### src/rtl/cfp_pkg.sv
// Shared codes and types for the command frame parser: phases, result events, register address and result item.
`timescale 1ns / 1ps
package cfp_pkg;

	localparam logic [2:0] PH_HUNT   = 3'd0;
	localparam logic [2:0] PH_LENGTH = 3'd1;
	localparam logic [2:0] PH_CMD    = 3'd2;
	localparam logic [2:0] PH_DATA   = 3'd3;
	localparam logic [2:0] PH_FCS    = 3'd4;

	localparam logic [2:0] EV_IGNORED = 3'd0;
	localparam logic [2:0] EV_HEADER  = 3'd1;
	localparam logic [2:0] EV_PAYLOAD = 3'd2;
	localparam logic [2:0] EV_GOOD    = 3'd3;
	localparam logic [2:0] EV_BAD     = 3'd4;
	localparam logic [2:0] EV_ZEROLEN = 3'd5;

	localparam int unsigned ADDR_W = 3;
	localparam logic [0:0] REG_START_BYTE = 1'b0;

	typedef struct packed {
		logic [2:0] event_res;
		logic [7:0] command_id;
		logic [7:0] payload_byte;
		logic [7:0] payload_index;
		logic [7:0] frame_length;
	} result_t;

endpackage

### src/rtl/command_frame_parser_core.sv
// Top level of the command frame parser: byte-wise frame hunting, checksum and result register.
// The result item of an accepted byte appears in the output register in the cycle after the byte is taken.
// Throughput: one byte per cycle while no result is held or the held one is being taken.
// The frame state update is a single pass of logic from the state registers and the input byte.
// Reset (arst_n low, asynchronous): hunting phase, state cleared, start_byte 0, no result.
`timescale 1ns / 1ps
module command_frame_parser_core (
	input  logic                       clk,
	input  logic                       arst_n,
	input  logic                       in_valid,
	output logic                       in_ready,
	input  logic [7:0]                 rx_byte,
	output logic                       out_valid,
	input  logic                       out_ready,
	output logic [2:0]                 event_res,
	output logic [7:0]                 command_id,
	output logic [7:0]                 payload_byte,
	output logic [7:0]                 payload_index,
	output logic [7:0]                 frame_length,
	input  logic                       psel,
	input  logic                       penable,
	input  logic                       pwrite,
	input  logic [cfp_pkg::ADDR_W-1:0] paddr,
	input  logic [31:0]                pwdata,
	output logic [31:0]                prdata,
	output logic                       pready
);
	import cfp_pkg::*;

	logic [7:0] start_byte_q;
	logic [2:0] phase_q, phase_d;
	logic [7:0] length_q, length_d;
	logic [7:0] command_q, command_d;
	logic [7:0] index_q, index_d;
	logic [7:0] xor_q, xor_d;
	logic       out_valid_q;
	result_t    res_d, res_q;
	logic       accept;
	logic       sel_start;

	assign pready    = 1'b1;
	assign sel_start = (paddr[ADDR_W-1] == REG_START_BYTE);
	assign prdata    = sel_start ? {24'd0, start_byte_q} : 32'd0;

	always_ff @(posedge clk or negedge arst_n) begin
		if (!arst_n) begin
			start_byte_q <= 8'd0;
		end else if (psel && penable && pwrite && pready && sel_start) begin
			start_byte_q <= pwdata[7:0];
		end
	end

	assign in_ready = !out_valid_q || out_ready;
	assign accept   = in_valid && in_ready;

	always_comb begin
		phase_d   = PH_HUNT;
		length_d  = length_q;
		command_d = command_q;
		index_d   = index_q;
		xor_d     = xor_q;
		res_d     = '0;
		res_d.event_res = EV_IGNORED;
		case (phase_q)
			PH_LENGTH: begin
				length_d              = rx_byte;
				res_d.frame_length    = rx_byte;
				if (rx_byte == 8'd0) begin
					res_d.event_res = EV_ZEROLEN;
					phase_d         = PH_HUNT;
				end else begin
					res_d.event_res = EV_HEADER;
					xor_d           = rx_byte;
					phase_d         = PH_CMD;
				end
			end
			PH_CMD: begin
				command_d          = rx_byte;
				xor_d              = xor_q ^ rx_byte;
				res_d.event_res    = EV_HEADER;
				res_d.command_id   = rx_byte;
				res_d.frame_length = length_q;
				index_d            = 8'd0;
				phase_d            = (length_q == 8'd1) ? PH_FCS : PH_DATA;
			end
			PH_DATA: begin
				res_d.event_res     = EV_PAYLOAD;
				res_d.command_id    = command_q;
				res_d.frame_length  = length_q;
				res_d.payload_byte  = rx_byte;
				res_d.payload_index = index_q;
				xor_d               = xor_q ^ rx_byte;
				index_d             = index_q + 8'd1;
				phase_d             = (index_d == length_q - 8'd1) ? PH_FCS : PH_DATA;
			end
			PH_FCS: begin
				res_d.event_res    = (xor_q == rx_byte) ? EV_GOOD : EV_BAD;
				res_d.command_id   = command_q;
				res_d.frame_length = length_q;
				phase_d            = PH_HUNT;
			end
			default: begin
				phase_d = PH_HUNT;
				if (rx_byte == start_byte_q) begin
					res_d.event_res = EV_HEADER;
					length_d        = 8'd0;
					command_d       = 8'd0;
					index_d         = 8'd0;
					xor_d           = 8'd0;
					phase_d         = PH_LENGTH;
				end
			end
		endcase
	end

	always_ff @(posedge clk or negedge arst_n) begin
		if (!arst_n) begin
			phase_q     <= PH_HUNT;
			length_q    <= 8'd0;
			command_q   <= 8'd0;
			index_q     <= 8'd0;
			xor_q       <= 8'd0;
			out_valid_q <= 1'b0;
		end else begin
			if (accept) begin
				phase_q   <= phase_d;
				length_q  <= length_d;
				command_q <= command_d;
				index_q   <= index_d;
				xor_q     <= xor_d;
			end
			if (accept) begin
				out_valid_q <= 1'b1;
			end else if (out_ready) begin
				out_valid_q <= 1'b0;
			end
		end
	end

	always_ff @(posedge clk) begin
		if (accept) begin
			res_q <= res_d;
		end
	end

	assign out_valid     = out_valid_q;
	assign event_res     = res_q.event_res;
	assign command_id    = res_q.command_id;
	assign payload_byte  = res_q.payload_byte;
	assign payload_index = res_q.payload_index;
	assign frame_length  = res_q.frame_length;

endmodule

### config.mk
export PLATFORM = sky130hd
export DESIGN_NAME = command_frame_parser_core
export DESIGN_NICKNAME = d
export VERILOG_FILES = /design/src/rtl/cfp_pkg.sv /design/src/rtl/command_frame_parser_core.sv
export SDC_FILE = /design/constraint.sdc
export NUM_CORES = 1
export LEC_CHECK = 0
export BUFFER_PORTS_ARGS = -buffer_cell sky130_fd_sc_hd__buf_2
export CAP_MARGIN = 10
export CORE_UTILIZATION = 40
export DETAILED_ROUTE_END_ITERATION = 10
export SETUP_SLACK_MARGIN = 0.1
export SLEW_MARGIN = 20
export SYNTH_ARGS = -nofsm -noshare
export SYNTH_HDL_FRONTEND = slang
export SYNTH_SLANG_ARGS = --single-unit
### constraint.sdc
create_clock -name clk -period 4.85 [get_ports clk]
set_input_delay 1.2125 -clock clk [delete_from_list [all_inputs] [get_ports clk]]
set_output_delay 1.2125 -clock clk [all_outputs]
set_load 0.03 [all_outputs]
==> summary.md, run 1 <==
| Metric | Value |
|---|---|
| Status | finished, final reports clean |
| VDD IR-drop max | 0.177 mV |
| CTS tree | done |
| CP max FO | 25 |
| Total track usage | 0.179 |
| # DRC | 0 |
| Final Setup Violations | 0 |
| Post-Syn Area | 4320 um^2 |
| Relative max-transition margin | 0.344 |
| DR iter-0 viols | 209 |
| Final Hold Vio Count | 0 |
| Antenna cell count | 0 |
| Post-synth EDFFs | 35 |
| Number of global-route vias before repair | between 2k and 3k |
| Initial Util | 0.415 |
| Post-Route WL | 9.76 mm |
| Vias per cell | 5.28 |
| Buf+Inv Stages, Crit Path | 1 |
| Cells after Synth | 412 |
| H-tree Lvls | 3 |
| Top FF cell, synth | dfrtp_1 |
| Final Cycle Share | 0.645 |
| Sink Count | 79 |
| Hpwl dp | 6.49 mm |
| Setup TNS | 0 ps |
| Core area | 10400 um^2 |
| PostCTS Resize Cnt | 0 |
| Hold Path Class | reg -> reg |
| Critical Path Slowest Stage Cell | dfrtp_1 |
| R2R Setup Slk | 1720 ps |
| Latest clock arrival within the worst-skew pair | 340 ps |
| Vert. Die Dim | around 110 um |
| RSZ-0062 raised after global routing | no |
| Final Non-Filler Cells | 606 |
| Post-CTS setup buffer count | 0 |
| Post-synth ARST share | 0.557 |
| Clk root buf | clkbuf_8 |
| Largest net degree at the start of global routing | 46 |
| Max-cap violations | 0 |
| First-pass GRT wire length | 15.5 mm |
| Grt total ovfl | 0 |
| Final core occ | 0.468 |
| CTS Hold Bufs | 0 |
| Number of antenna violations at the first check in global routing | 0 |
| Clock skew | 5.35 ps |
| Sequential share of the synthesized area | 0.498 |
| Slowest cell delay on critical path | 910 ps |
| Die ar. | 11200 um^2 |
| Pwr dens | between 500 and 600 nW/um^2 |
| Critical Path AT | between 3000 and 4000 ps |
| Crit-path leading delay family | simple AND/OR/NAND/NOR gates |
| CP Launch Type | flop |
| Final Max Slew Viols | 0 |
| Port Buf Inserts | between 60 and 70 |
| Worst-path clk slew | roughly 80 ps |
| I/O Pins | 120 |
| Antenna Nets Post-Route | 0 |
| Final hold slack | 514 ps |
| Post-synthesis cell type count | 48 |
| Final min period | 3130 ps |
| Static Leak | ~2.1 nW |
| Vias post-DR | approximately 3.2k |
| Nets | about 520 |
| Die width | 106 um |
| Worst-Margin Slew | 983 ps |
| Row cnt | 37 |
| RePlAce Congestion | 0.818 |
| TritonRoute pass-1 iters | 5 |
| CP endpoint kind | flop |
| Total CTS buffers | 9 |
| Placed cell count | 590 |
| Worst path cell trace | inv_1 -> nor2_1 -> nor2_1 -> o221ai_2 -> or2_1 -> a22o_1 |
| Layout cell share with drive strength beyond 1 | 0.215 |
| Post-DR wirelength/cell | around 16 um |
| Req. time, crit path | 5130 ps |
| Fill cells | 983 |
| Commonest non-fill, non-tap cell in the layout | buf_2 |
| Kind of critical path | reg -> reg |
| Syn. warnings | 0 |
| Commonest non-fill, non-tap cells in the layout | 67 x buf_2, 44 x dfrtp_1, 35 x edfxtp_1, 32 x o21ai_0, 31 x nand2_1 |
| Register bit total from synthesis | 79 |
| Area growth syn-to-layout | 12.8% |
| CTS Buffer Depth | 2 |
| Syn Area/Cell | 10.5 um^2 |
| Most frequent CP cell | nor2_1 |
| Maximum clock rate | 319 MHz |
==> layout make-up <==
type / count / area (um^2) / share of cell area
Tap cell: 136 / 170 / 0.0349
Clock buffer: 12 / 135 / 0.0277
Timing Repair Buffer: 74 / 388 / 0.0796
Inverter: 5 / 18.8 / 0.00385
Multi-Input combinational cell: 296 / 1910 / 0.393
Sequential cell: 79 / 2150 / 0.442
Clock inverter: 4 / 93.8 / 0.0193
==> synthesized netlist by cell type (2+ instances only) <==
| cell | count | area, um^2 |
|---|---|---|
| o2bb2ai_1 | 8 | 70.1 |
| or4_1 | 3 | 22.5 |
| nor2b_1 | 19 | 119 |
| nand4_1 | 10 | 62.6 |
| ha_1 | 3 | 37.5 |
| edfxtp_1 | 35 | 1050 |
| a22o_1 | 17 | 149 |
| buf_6 | 2 | 22.5 |
| mux2_2 | 8 | 90.1 |
| conb_1 | 2 | 7.51 |
| inv_1 | 5 | 18.8 |
| buf_2 | 4 | 20.0 |
| nor2_2 | 2 | 12.5 |
| xnor2_1 | 20 | 175 |
| a21oi_1 | 4 | 20.0 |
| and2_1 | 2 | 12.5 |
| nand2b_1 | 20 | 125 |
| o21ai_0 | 32 | 160 |
| nor4b_1 | 2 | 17.5 |
| nand2_1 | 31 | 116 |
| nor2_1 | 12 | 45.0 |
| a22oi_1 | 24 | 180 |
| clkbuf_1 | 24 | 90.1 |
| dfrtp_1 | 44 | 1100 |
| and3_1 | 18 | 113 |
| nand3_1 | 5 | 25.0 |
| o21a_1 | 2 | 15.0 |
| buf_4 | 25 | 188 |
| xor2_1 | 7 | 61.3 |
| nor3_1 | 3 | 15.0 |
| o31ai_1 | 2 | 15.0 |
==> power breakdown <==
part	switching [mW]	internal (mW)
clock network	0.231	0.341
registers	0.142	0.888
logic	0.534	0.377
total	0.907	1.61
==> metal layers <==
| metal | part of all wire | up-vias | GRT usage |
|---|---|---|---|
| li1 | - | 1547 | - |
| met4 | 0.015 | 0 | 0.0744 |
| met3 | 0.065 | 9 | 0.0282 |
| met5 | 0 | - | 0 |
| met1 | 0.45 | 1531 | 0.251 |
| met2 | 0.47 | 113 | 0.278 |
==> cell families after synthesis <==
kind of cell	Yosys count	share of synthesized area
compound gates	98	0.159
flops	79	0.498
xor+xnor	27	0.0548
fa+ha+maj	3	0.00869
mux	8	0.0209
buf+inv	60	0.0785
simple gates	135	0.178
other cells	2	0.00174
==> registers in the layout, indices dropped and copies added, names as in the netlist <==
signal / flops
length_q: 8
payload_index: 8
command_id: 8
phase_q: 3
frame_length: 8
index_q: 8
event_res: 3
xor_q: 8
command_q: 8
out_valid: 1
payload_byte: 8
start_byte_q: 8
==> final timing paths <==
| kind | from | endpoint | depth (start not counted) |
|---|---|---|---|
| setup / recovery | phase_q[2]$_DFFE_PN0P_ | command_q[5]$_DFFE_PN0P_ | 6 |
| hold / removal | xor_q[2]$_DFFE_PN0P_ | xor_q[2]$_DFFE_PN0P_ | 1 |
| setup reg to reg | phase_q[2]$_DFFE_PN0P_ | command_q[5]$_DFFE_PN0P_ | 6 |
| hold reg to reg | xor_q[2]$_DFFE_PN0P_ | xor_q[2]$_DFFE_PN0P_ | 1 |
| max in group asynchronous | arst_n | length_q[2]$_DFFE_PN0P_ | 1 |
| min in group asynchronous | arst_n | index_q[1]$_DFFE_PN0P_ | 1 |
==> metrics by stage <==
step	power, mW	area, um^2	worst slack [ps]
floorplan	1.77	4400	681
global placement	1.93	4640	1570
detailed placement	1.95	4640	1530
CTS	2.53	4870	1780
global route	2.67	4870	1490
finish	2.51	4870	1720
Note: power is estimated with default switching activity, not from simulation.
==> inputs of run 2 (changes only) <==
Settings changed: PLACE_DENSITY set to 0.66.
Clock period 4.85 ns to 2.8 ns, I/O delays scaled along.
==> run 2 against run 1 <==
Combinational power increased by 83%. Largest power group unchanged. Sequential share of layout area fell by 1.1 points. Highest routed layer unchanged. Clock-buffer cell count fell by 3. Critical endpoint is now xor_q[4]$_DFFE_PN0P_. Critical path type is now in -> reg.
==> summary.md, run 2 (synthesis results as in run 1) <==
| Metric | Value |
|---|---|
| Initial Util | 0.415 (unchanged) |
| Met2 routed WL | 4.67 mm (was 4.56 mm) |
| Vias per cell | 5.45 (was 5.28) |
| Crit-path leading delay family | simple AND/OR/NAND/NOR gates (unchanged) |
| Commonest non-fill, non-tap cells in the layout | 68 x buf_2, 44 x dfrtp_1, 35 x edfxtp_1, 32 x o21ai_0, 31 x nand2_1 (was 67 x buf_2, 44 x dfrtp_1, 35 x edfxtp_1, 32 x o21ai_0, 31 x nand2_1) |
| # DRC | 0 (unchanged) |
| Antenna cell count | 0 (unchanged) |
| TritonRoute pass-1 iters | 6 (was 5) |
| Worst-Margin Slew | 922 ps (was 983 ps) |
| Max-cap violations | 0 (unchanged) |
| Grt total ovfl | 0 (unchanged) |
| Latest clock arrival within the worst-skew pair | 360 ps (was 340 ps) |
| Vert. Die Dim | 106 um (unchanged) |
| Total CTS buffers | 9 (unchanged) |
| Vias post-DR | 3421 (was 3200) |
| Clock skew | 8.43 ps (was 5.35 ps) |
| Maximum clock rate | 431 MHz |
| Buf+Inv Stages, Crit Path | 1 (unchanged) |
| Nets | 540 (was 518) |
| Total track usage | 0.188 (was 0.179) |
| VDD IR-drop max | 0.294 mV (was 0.177 mV) |
| Antenna Nets Post-Route | 0 (unchanged) |
| Port Buf Inserts | 68 (unchanged) |
| Static Leak | 2.16 nW (was 2.08 nW) |
| Number of antenna violations at the first check in global routing | 0 (unchanged) |
| CTS Hold Bufs | 0 (unchanged) |
| Post-DR wirelength/cell | 16.1 um (about the same) |
| Post-Route WL | 10.1 mm (was 9.76 mm) |
| RSZ-0062 raised after global routing | no (unchanged) |
| Row cnt | 37 (unchanged) |
| Met3 Wirelength | 595 um (was 635 um) |
| Final hold slack | 175 ps (was 514 ps) |
| PostCTS Resize Cnt | 0 (unchanged) |
| H-tree Lvls | 3 (unchanged) |
| Pwr dens | 848 nW/um^2 (was 516 nW/um^2) |
| Final Cycle Share | 0.829 |
| WL met1 | 4.55 mm (was 4.42 mm) |
| Status | finished, final reports clean (unchanged) |
| Area growth syn-to-layout | 15.6% (was 12.8%) |
| Core area | 10400 um^2 (unchanged) |
| Relative max-transition margin | 0.384 (was 0.344) |
| Critical Path Slowest Stage Cell | nor4bb_2 (was dfrtp_1) |
| Largest net degree at the start of global routing | 45 (was 46) |
| Final Max Slew Viols | 0 (unchanged) |
| CP endpoint kind | flop (unchanged) |
| Die ar. | 11200 um^2 (unchanged) |
| DR iter-0 viols | 293 (was 209) |
| Final Hold Vio Count | 0 (unchanged) |
| Number of global-route vias before repair | 3217 (was 2976) |
| R2R Setup Slk | 520 ps (was 1720 ps) |
| Layout cell share with drive strength beyond 1 | 0.260 (was 0.215) |
| Worst-path clk slew | 90 ps (was 80 ps) |
| Setup TNS | 0 ps (unchanged) |
| DR top layer | met4 (unchanged) |
| Slowest cell delay on critical path | 750 ps (was 910 ps) |
| Sink Count | 79 (unchanged) |
| Hold Path Class | in -> async (was reg -> reg) |
| Total power | 4.23 mW (was 2.51 mW) |
| CP max FO | 8 (was 25) |
| Kind of critical path | in -> reg (was reg -> reg) |
| Pre-CTS setup slack | 98.7 ps (was 1530 ps) |
| CTS tree | done (unchanged) |
| I/O Pins | 120 (unchanged) |
| Hpwl dp | 7.15 mm (was 6.49 mm) |
| RePlAce Congestion | 0.840 (was 0.818) |
| Die width | 106 um (unchanged) |
| Commonest non-fill, non-tap cell in the layout | buf_2 (unchanged) |
| Req. time, crit path | 3090 ps (was 5130 ps) |
| Final Setup Violations | 0 (unchanged) |
| Final min period | 2320 ps |
| Post-CTS setup buffer count | 0 (unchanged) |
| Worst path cell trace | buf_2 -> xnor2_1 -> nand4_1 -> nor2_2 -> o21ai_1 -> nor4bb_2 -> a22oi_1 -> o2bb2ai_1 (was inv_1 -> nor2_1 -> nor2_1 -> o221ai_2 -> or2_1 -> a22o_1) |
| CP Launch Type | input pin (was flop) |
| First-pass GRT wire length | 16.3 mm (was 15.5 mm) |
| Critical Path AT | 2610 ps (was 3410 ps) |
| Clk root buf | clkbuf_8 (unchanged) |
| CTS Buffer Depth | 2 (unchanged) |
| Final setup margin | 478 ps (was 1720 ps) |
## run 2: changes by cell type in the layout (fill, tap and decap cells not counted), sizes merged
| cell | change |
|---|---|
| buf | +22 |
| bufinv | -3 |
| clkbuf | -3 |
| clkinv | +2 |
| clkinvlp | +2 |
| inv | +2 |
## run 2: layer usage
metal,track usage,vias up
met5,0,-
met4,0.0962,0
met3,0.0313,27
met2,0.293,160
met1,0.253,1647
li1,-,1587
## run 2: report_power, final
part | total (mW) | leakage (nW) | internal (mW) | switching [mW]
clock network | 0.792 | 0.0877 | 0.332 | 0.460
registers | 1.77 | 0.891 | 1.54 | 0.235
logic | 1.67 | 1.18 | 0.702 | 0.965
total | 4.23 | 2.16 | 2.57 | 1.66
## run 2: area by class of cell
| cell class | instances | area (um^2) |
|---|---|---|
| clock buffers | 9 | 124 |
| clock inverters | 7 | 57.6 |
| fillers | 992 | 5420 |
| inverters | 5 | 18.8 |
| multi-input cells | 296 | 1920 |
| flip-flops and latches | 79 | 2150 |
| well taps | 136 | 170 |
| repair buffers | 96 | 551 |
## run 2: per-stage QoR
step,cell area (um^2),std cells,util
6_report,4990,628,0.479
5_1_grt,4990,628,0.479
4_1_cts,4990,628,0.479
3_5_place_dp,4810,612,0.462
3_3_place_gp,4800,612,0.461
2_1_floorplan,4410,435,-
## run 2: path summary, 6_finish.rpt
path | from | to | depth (start not counted)
max reg2reg | length_q[0]$_DFFE_PN0P_ | phase_q[1]$_DFFE_PN0P_ | 8
max in group asynchronous | arst_n | start_byte_q[6]$_DFFE_PN0P_ | 2
min | arst_n | index_q[5]$_DFFE_PN0P_ | 1
min in group clk | xor_q[6]$_DFFE_PN0P_ | xor_q[6]$_DFFE_PN0P_ | 1
max | rx_byte[1] | xor_q[4]$_DFFE_PN0P_ | 8
min reg2reg | xor_q[6]$_DFFE_PN0P_ | xor_q[6]$_DFFE_PN0P_ | 1
## run 2: worst register-to-register path: cells and delay by family, from the launching register on
family	cells	cell delay, ps
adders and majority gates	1	250
xor gates and xnor gates	2	350
and+or+nand+nor	2	500
buffers and inverters	1	90
AOI/OAI and AO/OA	2	430
DFF	1	540
==> inputs of run 3 (changes only) <==
Settings changed: ABC_AREA set to 1, PLACE_DENSITY 0.66 to not set.
Clock period 2.8 ns to 2.3 ns, I/O delays scaled along.
==> run 3 against run 2 <==
Setup slack worse by 100 ps. Via count down 1.5%. Final cell count is 15% higher. Largest cell class unchanged. Clock power grew 49%. Worst hold slack improved by 19 ps. Clock-buffer cell count up 3.
==> summary.md, run 3 <==
| Metric | Value |
|---|---|
| Register bit total from synthesis | 79 (unchanged) |
| Die ar. | 11100 um^2 (was 11200 um^2) |
| CP max FO | 7 (was 8) |
| Antenna cell count | 0 (unchanged) |
| Relative max-transition margin | 0.600 (was 0.384) |
| Final core occ | 0.475 (was 0.479) |
| CTS tree | done (unchanged) |
| R2R cell count | 13 (was 8) |
| Total track usage | 0.171 (was 0.188) |
| Area growth syn-to-layout | 15.0% (was 15.6%) |
| CTS Buffer Depth | 2 (unchanged) |
| Hpwl dp | 6.82 mm (was 7.15 mm) |
| Vert. Die Dim | 105 um (was 106 um) |
| Syn. warnings | 0 (unchanged) |
| Reg2reg start | length_q[0]$_DFFE_PN0P_ (unchanged) |
| Post-DR wirelength/cell | 12.6 um (was 16.1 um) |
| First-pass GRT wire length | 15.0 mm (was 16.3 mm) |
| Post-Syn Area | 4260 um^2 (was 4320 um^2) |
| Top cells by count, synth | 141 x nand2_1, 51 x nor2_1, 48 x inv_1, 44 x dfrtp_1, 35 x edfxtp_1 (was 44 x dfrtp_1, 35 x edfxtp_1, 32 x o21ai_0, 31 x nand2_1, 25 x buf_4) |
| CTS Hold Bufs | 0 (unchanged) |
| Initial Util | 0.413 (was 0.415) |
| Fin area | 4900 um^2 (was 4990 um^2) |
| Post-synth EDFFs | 35 (unchanged) |
| Post-synthesis cell type count | 33 (was 48) |
| DR iter-0 viols | 178 (was 293) |
| Sink Count | 79 (unchanged) |
| Req. time, crit path | 2540 ps (was 3090 ps) |
| Commonest non-fill, non-tap cell in the layout | nand2_1 (was buf_2) |
| Port Buf Inserts | 68 (unchanged) |
| Vias post-DR | 3371 (was 3421) |
| Final Cycle Share | 0.837 |
| Yosys top cell area share | 0.258 (was 0.255) |
| Final setup margin | 374 ps (was 478 ps) |
| Status | finished, final reports clean (unchanged) |
| Grt total ovfl | 0 (unchanged) |
| I/O Pins | 120 (unchanged) |
| Largest net degree at the start of global routing | 23 (was 45) |
| Final min period | 1930 ps |
| Commonest non-fill, non-tap cells in the layout | 141 x nand2_1, 68 x buf_2, 51 x nor2_1, 48 x inv_1, 44 x dfrtp_1 (was 68 x buf_2, 44 x dfrtp_1, 35 x edfxtp_1, 32 x o21ai_0, 31 x nand2_1) |
| Pre-CTS setup slack | 359 ps (was 98.7 ps) |
| Number of global-route vias before repair | 3137 (was 3217) |
| Critical Path AT | 2170 ps (was 2610 ps) |
| H-tree Lvls | 3 (unchanged) |
| Area contributors post-synth | dfrtp_1 26%, edfxtp_1 25%, nand2_1 12% (was dfrtp_1 25%, edfxtp_1 24%, buf_4 4.3%) |
| Clk root buf | clkbuf_8 (unchanged) |
| Total power | 6.20 mW (was 4.23 mW) |
| Nets | 633 (was 540) |
| Hold Path Class | in -> async (unchanged) |
| Vias per cell | 4.68 (was 5.45) |
| Core area | 10300 um^2 (was 10400 um^2) |
| Cells after Synth | 505 (was 412) |
| Pwr dens | 1270 nW/um^2 (was 848 nW/um^2) |
| Top-count cell post-synth | nand2_1 (was dfrtp_1) |
| Latest clock arrival within the worst-skew pair | 350 ps (was 360 ps) |
| R2R Setup Slk | 370 ps (was 520 ps) |
| Row cnt | 37 (unchanged) |
| Setup TNS | 0 ps (unchanged) |
| Kind of critical path | reg -> reg (was in -> reg) |
| PostCTS Resize Cnt | 0 (unchanged) |
| Final Max Slew Viols | 0 (unchanged) |
| TritonRoute pass-1 iters | 4 (was 6) |
| Die width | 105 um (was 106 um) |
| Clock skew | 13.0 ps (was 8.43 ps) |
| CP endpoint kind | flop (unchanged) |
| Final Hold Vio Count | 0 (unchanged) |
| Max-cap violations | 0 (unchanged) |
| Antenna Nets Post-Route | 0 (unchanged) |
| Maximum clock rate | 519 MHz |
| Reg2reg end | phase_q[0]$_DFFE_PN0P_ (was phase_q[1]$_DFFE_PN0P_) |
| RSZ-0062 raised after global routing | no (unchanged) |
| Post-synth ARST share | 0.557 (unchanged) |
| Top FF cell, synth | dfrtp_1 (unchanged) |
| CP Launch Type | flop (was input pin) |
| Placement Cell Area | 4670 um^2 (was 4810 um^2) |
| VDD IR-drop max | 0.431 mV (was 0.294 mV) |
| RePlAce Congestion | 0.806 (was 0.840) |
| Sequential share of the synthesized area | 0.505 (was 0.498) |
| Number of antenna violations at the first check in global routing | 0 (unchanged) |
| Post-CTS setup buffer count | 0 (unchanged) |
| Worst-path clk slew | 90 ps (about the same) |
| Final Setup Violations | 0 (unchanged) |
| Worst-Margin Slew | 598 ps (was 922 ps) |
| Total CTS buffers | 9 (unchanged) |
| Post-Route WL | 9.06 mm (was 10.1 mm) |
| Layout cell share with drive strength beyond 1 | 0.226 (was 0.260) |
| # DRC | 0 (unchanged) |
| Syn Area/Cell | 8.44 um^2 (was 10.5 um^2) |
| Yosys top cell by area | dfrtp_1 (unchanged) |
| Static Leak | 2.37 nW (was 2.16 nW) |
## run 3: kinds of logic after synthesis
family,after synthesis,synth area share
flops,79,0.505
xor+xnor,13,0.0267
simple gates,244,0.251
fa+ha+maj,3,0.00880
other cells,2,0.00176
buf+inv,95,0.114
compound gates,69,0.0930
## run 3: layout make-up
cell class,count,area [um^2]
clock buffer,12,155
sequential,79,2150
multi-input combinational,354,1710
fill,996,5420
tap,136,170
inverter,58,220
clock inverter,4,76.3
timing repair buffer,78,415
## run 3: worst max path at each step
stage                            startpoint                        to  slack (ps)  cells past startpoint
CTS                 length_q[0]$_DFFE_PN0P_    phase_q[0]$_DFFE_PN0P_         380                     13
finish              length_q[0]$_DFFE_PN0P_    phase_q[0]$_DFFE_PN0P_         370                     13
floorplan                         out_ready  command_q[5]$_DFFE_PN0P_         200                     10
global route        length_q[0]$_DFFE_PN0P_    phase_q[0]$_DFFE_PN0P_         150                     13
detailed placement               rx_byte[1]      xor_q[2]$_DFFE_PN0P_         360                     10
global placement                 rx_byte[0]      xor_q[4]$_DFFE_PN0P_         400                     10
## run 3: metrics by stage
stage	hold slack, ps	instances
2_1_floorplan	279	528
3_3_place_gp	457	705
3_5_place_dp	463	705
4_1_cts	211	721
5_1_grt	223	721
6_report	195	721
## run 3: routing by layer
metal | track usage | part of all wire
met5 | 0 | 0
met4 | 0.0563 | 0.017
met3 | 0.0359 | 0.048
met2 | 0.277 | 0.47
met1 | 0.230 | 0.47
## run 3: worst max-delay path, stage by stage, from the launching register on
cell	delay, ps
dfrtp_1	420
inv_1	190
ha_1	340
nand3_1	140
nand2_1	80
nand2_1	50
nand3_1	70
nand2_1	50
nor2_1	150
nand3_1	90
nand2_1	80
nand3_1	70
nand2_1	60
inv_1	40
## run 3: report_power, final
group	leakage [nW]	total (mW)	switching, mW	internal [mW]
Sequential	0.906	2.22	0.286	1.94
Clock	0.113	1.18	0.507	0.675
Combinational	1.35	2.80	1.89	0.913
Total	2.37	6.20	2.68	3.53
